### config.mk
export PLATFORM = sky130hd
export DESIGN_NAME = watchdog_timer_registers_top
export DESIGN_NICKNAME = d
export VERILOG_FILES = /design/src/hw/rtl/wdt_pkg.sv /design/src/hw/rtl/wdt_core.sv /design/src/hw/rtl/watchdog_timer_registers_top.sv
export SDC_FILE = /design/constraint.sdc
export NUM_CORES = 1
export LEC_CHECK = 0
export BUFFER_PORTS_ARGS = -buffer_cell sky130_fd_sc_hd__buf_2
export CAP_MARGIN = 10
export CORE_MARGIN = 2
export CORE_UTILIZATION = 47
export CTS_CLUSTER_SIZE = 25
export DETAILED_ROUTE_END_ITERATION = 12
export PLACE_DENSITY = 0.66
export SYNTH_ARGS = -nofsm -noshare
export SYNTH_HDL_FRONTEND = slang
export SYNTH_SLANG_ARGS = --single-unit
### constraint.sdc
create_clock -name clk -period 7 [get_ports clk]
set_input_delay 1.05 -clock clk [delete_from_list [all_inputs] [get_ports clk]]
set_output_delay 1.05 -clock clk [all_outputs]
set_load 0.01 [all_outputs]
### src/hw/rtl/wdt_pkg.sv
// ----------------------------------------------------------------------------
// wdt_pkg
// Shared types and codes for the watchdog/timer register block.
// ----------------------------------------------------------------------------
package wdt_pkg;

  localparam logic [1:0] FUNC_READ  = 2'd0;
  localparam logic [1:0] FUNC_WRITE = 2'd1;
  localparam logic [1:0] FUNC_TICK  = 2'd2;

  localparam logic [2:0] REG_LOAD    = 3'd0;
  localparam logic [2:0] REG_COUNTER = 3'd1;
  localparam logic [2:0] REG_CONTROL = 3'd2;
  localparam logic [2:0] REG_IRQ_ST  = 3'd3;
  localparam logic [2:0] REG_RST_ST  = 3'd4;
  localparam logic [2:0] REG_DISABLE = 3'd5;

  localparam int CTL_ENABLE   = 0;
  localparam int CTL_RELOAD   = 1;
  localparam int CTL_IRQ_EN   = 2;
  localparam int CTL_WATCHDOG = 3;

  localparam logic [15:0] CTL_WR_MASK = 16'hFF0F;
  localparam logic [31:0] KEY_FIRST   = 32'h1234_5678;
  localparam logic [31:0] KEY_SECOND  = 32'h8765_4321;

  typedef struct packed {
    logic [31:0] write_data;
    logic [2:0]  reg_addr;
    logic [1:0]  func;
  } item_t;

  typedef struct packed {
    logic        reset_out;
    logic        irq;
    logic [31:0] read_data;
  } result_t;

endpackage

### src/hw/rtl/wdt_core.sv
// ----------------------------------------------------------------------------
// wdt_core
// Register file, prescaler, down counter and disable-key logic. Applies one
// word per cycle when step is high and returns the result for that word.
// ----------------------------------------------------------------------------
module wdt_core (
  input  logic             clk,
  input  logic             rst,
  input  logic             step,
  input  wdt_pkg::item_t   item,
  output wdt_pkg::result_t result
);

  logic [31:0] load_value;
  logic [31:0] load_value_next;
  logic [31:0] count_value;
  logic [31:0] count_value_next;
  logic [15:0] control_bits;
  logic [15:0] control_bits_next;
  logic [7:0]  prescale_count;
  logic [7:0]  prescale_count_next;
  logic        event_flag;
  logic        event_flag_next;
  logic        reset_flag;
  logic        reset_flag_next;
  logic        unlock_stage;
  logic        unlock_stage_next;
  logic [31:0] read_data;
  logic [31:0] count_dec;

  assign count_dec = count_value - 32'd1;

  always_comb begin
    load_value_next     = load_value;
    count_value_next    = count_value;
    control_bits_next   = control_bits;
    prescale_count_next = prescale_count;
    event_flag_next     = event_flag;
    reset_flag_next     = reset_flag;
    unlock_stage_next   = unlock_stage;
    read_data           = 32'd0;
    unique case (item.func)
      wdt_pkg::FUNC_READ: begin
        unique case (item.reg_addr)
          wdt_pkg::REG_LOAD:    read_data = load_value;
          wdt_pkg::REG_COUNTER: read_data = count_value;
          wdt_pkg::REG_CONTROL: read_data = {16'd0, control_bits};
          wdt_pkg::REG_IRQ_ST:  read_data = {31'd0, event_flag};
          wdt_pkg::REG_RST_ST:  read_data = {31'd0, reset_flag};
          default:              read_data = 32'd0;
        endcase
      end
      wdt_pkg::FUNC_WRITE: begin
        unique case (item.reg_addr)
          wdt_pkg::REG_LOAD: begin
            load_value_next  = item.write_data;
            count_value_next = item.write_data;
          end
          wdt_pkg::REG_COUNTER: count_value_next = item.write_data;
          wdt_pkg::REG_CONTROL: begin
            control_bits_next = (item.write_data[15:0] & wdt_pkg::CTL_WR_MASK);
            control_bits_next[wdt_pkg::CTL_WATCHDOG] =
              item.write_data[wdt_pkg::CTL_WATCHDOG] | control_bits[wdt_pkg::CTL_WATCHDOG];
          end
          wdt_pkg::REG_IRQ_ST: begin
            if (item.write_data[0]) event_flag_next = 1'b0;
          end
          wdt_pkg::REG_RST_ST: begin
            if (item.write_data[0]) reset_flag_next = 1'b0;
          end
          wdt_pkg::REG_DISABLE: begin
            if (item.write_data == wdt_pkg::KEY_FIRST) begin
              unlock_stage_next = 1'b1;
            end else if (item.write_data == wdt_pkg::KEY_SECOND && unlock_stage) begin
              control_bits_next[wdt_pkg::CTL_WATCHDOG] = 1'b0;
              unlock_stage_next = 1'b0;
            end else begin
              unlock_stage_next = 1'b0;
            end
          end
          default: ;
        endcase
      end
      wdt_pkg::FUNC_TICK: begin
        if (control_bits[wdt_pkg::CTL_ENABLE]) begin
          if (prescale_count >= control_bits[15:8]) begin
            prescale_count_next = 8'd0;
            if (count_value != 32'd0) begin
              count_value_next = count_dec;
              if (count_dec == 32'd0) begin
                if (control_bits[wdt_pkg::CTL_WATCHDOG]) begin
                  reset_flag_next = 1'b1;
                end else begin
                  event_flag_next = 1'b1;
                  if (control_bits[wdt_pkg::CTL_RELOAD]) count_value_next = load_value;
                end
              end
            end
          end else begin
            prescale_count_next = prescale_count + 8'd1;
          end
        end
      end
      default: ;
    endcase
  end

  assign result.read_data = read_data;
  assign result.irq       = event_flag_next & control_bits_next[wdt_pkg::CTL_IRQ_EN]
                            & ~control_bits_next[wdt_pkg::CTL_WATCHDOG];
  assign result.reset_out = reset_flag_next;

  always_ff @(posedge clk) begin
    if (rst) begin
      load_value     <= 32'd0;
      count_value    <= 32'd0;
      control_bits   <= 16'd0;
      prescale_count <= 8'd0;
      event_flag     <= 1'b0;
      reset_flag     <= 1'b0;
      unlock_stage   <= 1'b0;
    end else if (step) begin
      load_value     <= load_value_next;
      count_value    <= count_value_next;
      control_bits   <= control_bits_next;
      prescale_count <= prescale_count_next;
      event_flag     <= event_flag_next;
      reset_flag     <= reset_flag_next;
      unlock_stage   <= unlock_stage_next;
    end
  end

  a_wd_exit_by_keys: assert property (@(posedge clk) disable iff (rst)
    $fell(control_bits[wdt_pkg::CTL_WATCHDOG]) |->
      $past(rst) || $past(step && item.func == wdt_pkg::FUNC_WRITE
        && item.reg_addr == wdt_pkg::REG_DISABLE
        && item.write_data == wdt_pkg::KEY_SECOND && unlock_stage))
    else $error("watchdog mode left without key sequence");

  a_count_holds_idle: assert property (@(posedge clk) disable iff (rst)
    !step |=> $stable(count_value))
    else $error("counter moved without a word");

  a_reset_flag_source: assert property (@(posedge clk) disable iff (rst)
    $rose(reset_flag) |->
      $past(step && item.func == wdt_pkg::FUNC_TICK && control_bits[wdt_pkg::CTL_WATCHDOG]))
    else $error("reset flag set outside a watchdog tick");

  a_unlock_only_disable: assert property (@(posedge clk) disable iff (rst)
    !(step && item.func == wdt_pkg::FUNC_WRITE && item.reg_addr == wdt_pkg::REG_DISABLE)
      |=> $stable(unlock_stage))
    else $error("unlock stage changed without a disable write");

endmodule

### src/hw/rtl/watchdog_timer_registers_top.sv
// ----------------------------------------------------------------------------
// watchdog_timer_registers_top
// Private watchdog/timer register block with stream input and output.
//
// Each input word on s_* is a bus read, a bus write, a timer tick or (func
// 3) no operation, selected by s_tuser. Every input word produces exactly
// one output word on m_* carrying the read data and the irq and reset_out
// levels after the word has been applied.
//
// Path: an accepted input word sits in the input register, moves to the
// result register once that register is empty or being taken, and shows
// on m_tvalid from then on.
// Throughput: one word per cycle while m_tready is high, set by the
// single-pass update of the register file between the input and result
// registers. Stall: while m_tready is low the result register holds; the
// input register still takes one more word if it is empty, then s_tready
// drops until the result is taken. No word is lost or repeated.
// Reset: rst clears all timer state and both pipeline valids and holds
// s_tready low; the block accepts words on the first cycle after reset.
// ----------------------------------------------------------------------------
module watchdog_timer_registers_top (
  input  logic        clk,
  input  logic        rst,
  input  logic        s_tvalid,
  output logic        s_tready,
  input  logic [31:0] s_tdata,   // write_data
  input  logic [4:0]  s_tuser,   // func[1:0], reg_addr[4:2]
  output logic        m_tvalid,
  input  logic        m_tready,
  output logic [31:0] m_tdata,   // read_data
  output logic [1:0]  m_tuser    // irq[0], reset_out[1]
);

  wdt_pkg::item_t   in_item;
  logic             in_valid;
  logic             advance;
  logic             step;
  wdt_pkg::result_t core_result;
  wdt_pkg::result_t out_result;
  logic             out_valid;

  assign advance  = !out_valid || m_tready;
  assign step     = in_valid && advance;
  assign s_tready = !rst && (!in_valid || advance);

  always_ff @(posedge clk) begin
    if (rst) begin
      in_valid <= 1'b0;
    end else if (s_tready) begin
      in_valid <= s_tvalid;
    end
  end

  always_ff @(posedge clk) begin
    if (s_tready && s_tvalid) begin
      in_item.write_data <= s_tdata;
      in_item.reg_addr   <= s_tuser[4:2];
      in_item.func       <= s_tuser[1:0];
    end
  end

  wdt_core u_core (
    .clk    (clk),
    .rst    (rst),
    .step   (step),
    .item   (in_item),
    .result (core_result)
  );

  always_ff @(posedge clk) begin
    if (rst) begin
      out_valid <= 1'b0;
    end else if (advance) begin
      out_valid <= in_valid;
    end
  end

  always_ff @(posedge clk) begin
    if (step) begin
      out_result <= core_result;
    end
  end

  assign m_tvalid = out_valid;
  assign m_tdata  = out_result.read_data;
  assign m_tuser  = {out_result.reset_out, out_result.irq};

endmodule

==> out/results.txt <==
Status: finished clean
WS Path Type: reg -> reg
Least-Margin Pin Slew: 1.21 ns
Sink Count: 160
Clk root buf: clkbuf_16
CTS H-Tree Depth: 4
Vias/cell: 5.91
Synth area leader: edfxtp_1
Ys async rst share: 0%
Post-CTS sizing: 0
Worst R2R Path Depth: 10
Number of max-cap violations: 0
CTS clk-pin slew, worst paths: 0.06 ns
CTS buffer count: 17
Layout cells sized above 1: 14.5%
Mapped Nets: 967
RR Startpoint: u_core.count_value[0]
Worst slew margin: 18.3%
Gr ovfl total: 0
Post-synthesis sequential area ratio: 47.4%
Synth area leaders: edfxtp_1 (26%), dfxtp_1 (22%), a21oi_1 (5.6%), nand2_1 (4.4%), nor2_1 (4.3%)
Post-Syn Area per Cell: 9.06 um2
P_leak: 3.33 nW
Die W: 137 um
Vias in the first global route: 6641
Wirelength per Cell: 18.9 um
Final #Nets: 1013
Iter 0 DRT Violations: 597
Pre-antenna DRT Iters: 4
Total track usage: 25.3%
Critical R2R Capture: u_core.count_value[1]
TritonCTS clock tree: yes
FMAX: 0.272 GHz
Port Buffers: 76
DRC errors left: 0
Count of cell types in the netlist: 66
Initial antenna violation count: 0
Clock skew: 0.0142 ns
YS warnings: 0
Most used DFF post-synth: dfxtp_1
Core area: 17200 um2
# diodes: 0
RSZ-0062 raised after global routing: false
Final WL: 22600 um
Number of post-CTS setup repair buffers: 0
CP Launch Point: u_core.count_value[0]
Post-cts hold buffer count: 0
Initial core utilization: 47.9%
#FFs+latches synth: 160
Via count: 7060
Crit Path Max Fanout: 18
Routed Antenna Nets: 0
Type of origin of the critical path: flip-flop
Setup crit end: u_core.count_value[1]
Site row count: 48
Commonest non-fill, non-tap cell in the layout: nand2_1
Largest net degree at the start of global routing: 81
Post-Syn Instances: 911
Area Overhead vs Synth: 13.7%
Period utilisation layout: 52.5%
PD cells: 242 nW/um2
Req. time, crit path: 7.32 ns
Layout filler cell count: 1574
Min Tclk post-route: 3.68 ns
Setup tns final: 0 ns
Placer Congestion: 0.932
Die Height: 137 um
Pins Over Slew Limit: 0
Worst Hold Slack: 0.463 ns
Synth top area share: 25.8%
Skew-Pair Late Insertion Delay: 0.43 ns
Final Hold Vio Count: 0
Setup violations, final: 0
Crit. End Element: flip-flop
Die area: 18600 um2
Synth Cell Area: 8260 um2
Arrival @ worst endpoint: 4.00 ns
Max clock buf depth: 2
Hpwl dp: 15100 um
Maximum VDD drop: 0.186 mV
Most frequent cells in the layout: nand2_1 (96), nor2_1 (95), a21oi_1 (92), dfxtp_1 (89), buf_2 (76)
Worst Hold Class: reg -> reg
Reg2reg setup slack: 3.32 ns
Io pins: 77
First-pass GRT wire length: 36300 um
Post-synth EDFFs: 71
[final cells by class]
| cell class | count | area, um2 | share of cell area [%] |
|---|---|---|---|
| clock buffers | 19 | 443 | 4.72 |
| clock inverters | 13 | 185 | 1.97 |
| inverters | 52 | 195 | 2.08 |
| multi-input cells | 636 | 3890 | 41.4 |
| flip-flops and latches | 160 | 3910 | 41.7 |
| well taps | 225 | 282 | 3.00 |
| repair buffers | 90 | 485 | 5.17 |
[sequential cells by signal, summed over array words and instances, names as in the netlist]
signal and flops:
u_core.load_value 32, m_tvalid 1, in_valid 1, u_core.control_bits 12
u_core.reset_flag 1, u_core.count_value 32, m_tdata 32, m_tuser 2
u_core.unlock_stage 1, u_core.prescale_count 8, u_core.event_flag 1, in_item 37
[stage by stage]
stage                     cells  setup WS [ns]  util (%)  total power, mW  instance area, um2
final                      1195           3.32      54.5             2.27                9390
after CTS                  1195           3.37      54.5             2.28                9390
after global placement     1163           3.57      50.8             1.29                8760
after global routing       1195           3.07      54.5             2.36                9390
after detailed placement   1163           3.40      50.8             1.29                8760
after floorplan             911           4.02         -             1.22                8260
[per-layer routing]
layer | vias up | share of wire [%] | global-route usage [%]
met3 | 43 | 6.4 | 4.85
li1 | 3372 | - | -
met2 | 302 | 45 | 38.7
met4 | 0 | 2.3 | 8.68
met1 | 3343 | 46 | 35.8
met5 | - | 0 | 0
[worst max-delay path, stage by stage (launching register included)]
cell      delay [ns]
dfxtp_1         0.37
inv_1           0.13
ha_1            0.19
nor3b_2         0.44
nand2_1         0.29
o21ai_0         0.37
nand4_1         0.20
nor4_4          0.77
buf_4           0.38
nand4b_1        0.13
a32o_1          0.29
[cell families (layout without fill, tap and decap cells)]
kind of cell / Yosys count / in the layout / synth area share [%]
and+or+nand+nor: 394 / 394 / 24.7
AOI/OAI and AO/OA: 162 / 162 / 12.5
DFF: 160 / 160 / 47.4
buffers and inverters: 115 / 174 / 5.70
xor gates and xnor gates: 33 / 33 / 3.50
muxes: 32 / 32 / 3.88
adders and majority gates: 15 / 15 / 2.27
[where the power goes]
part	internal [mW]	total [mW]	switching, mW	leakage, nW
Combinational	0.0922	0.252	0.160	1.63
Clock	0.609	0.994	0.385	0.311
Sequential	1.00	1.02	0.0245	1.39
[cells in the mapped netlist, types with 11 or more instances]
cell type / instances
nand2_1: 96
dfxtp_1: 89
mux2i_1: 32
a211o_1: 29
nor4_1: 11
a21oi_1: 92
inv_1: 51
nand3_1: 32
ha_1: 15
nand4_1: 49
nor2_1: 95
nor3_1: 47
clkbuf_1: 52
edfxtp_1: 71
xnor2_1: 27
[worst min-delay path by stage]
| stage | startpoint | endpoint | slack (ns) | cells past startpoint |
|---|---|---|---|---|
| 3_5_place_dp | u_core.control_bits[0] | u_core.control_bits[0] | 0.45 | 2 |
| 5_1_grt | u_core.control_bits[9] | u_core.control_bits[9] | 0.49 | 2 |
| 6_report | u_core.control_bits[0] | u_core.control_bits[0] | 0.46 | 2 |
| 2_1_floorplan | u_core.control_bits[0] | u_core.control_bits[0] | 0.44 | 2 |
| 4_1_cts | u_core.control_bits[0] | u_core.control_bits[0] | 0.46 | 2 |
| 3_3_place_gp | u_core.control_bits[0] | u_core.control_bits[0] | 0.44 | 2 |
(Power assumes the default switching activity.)
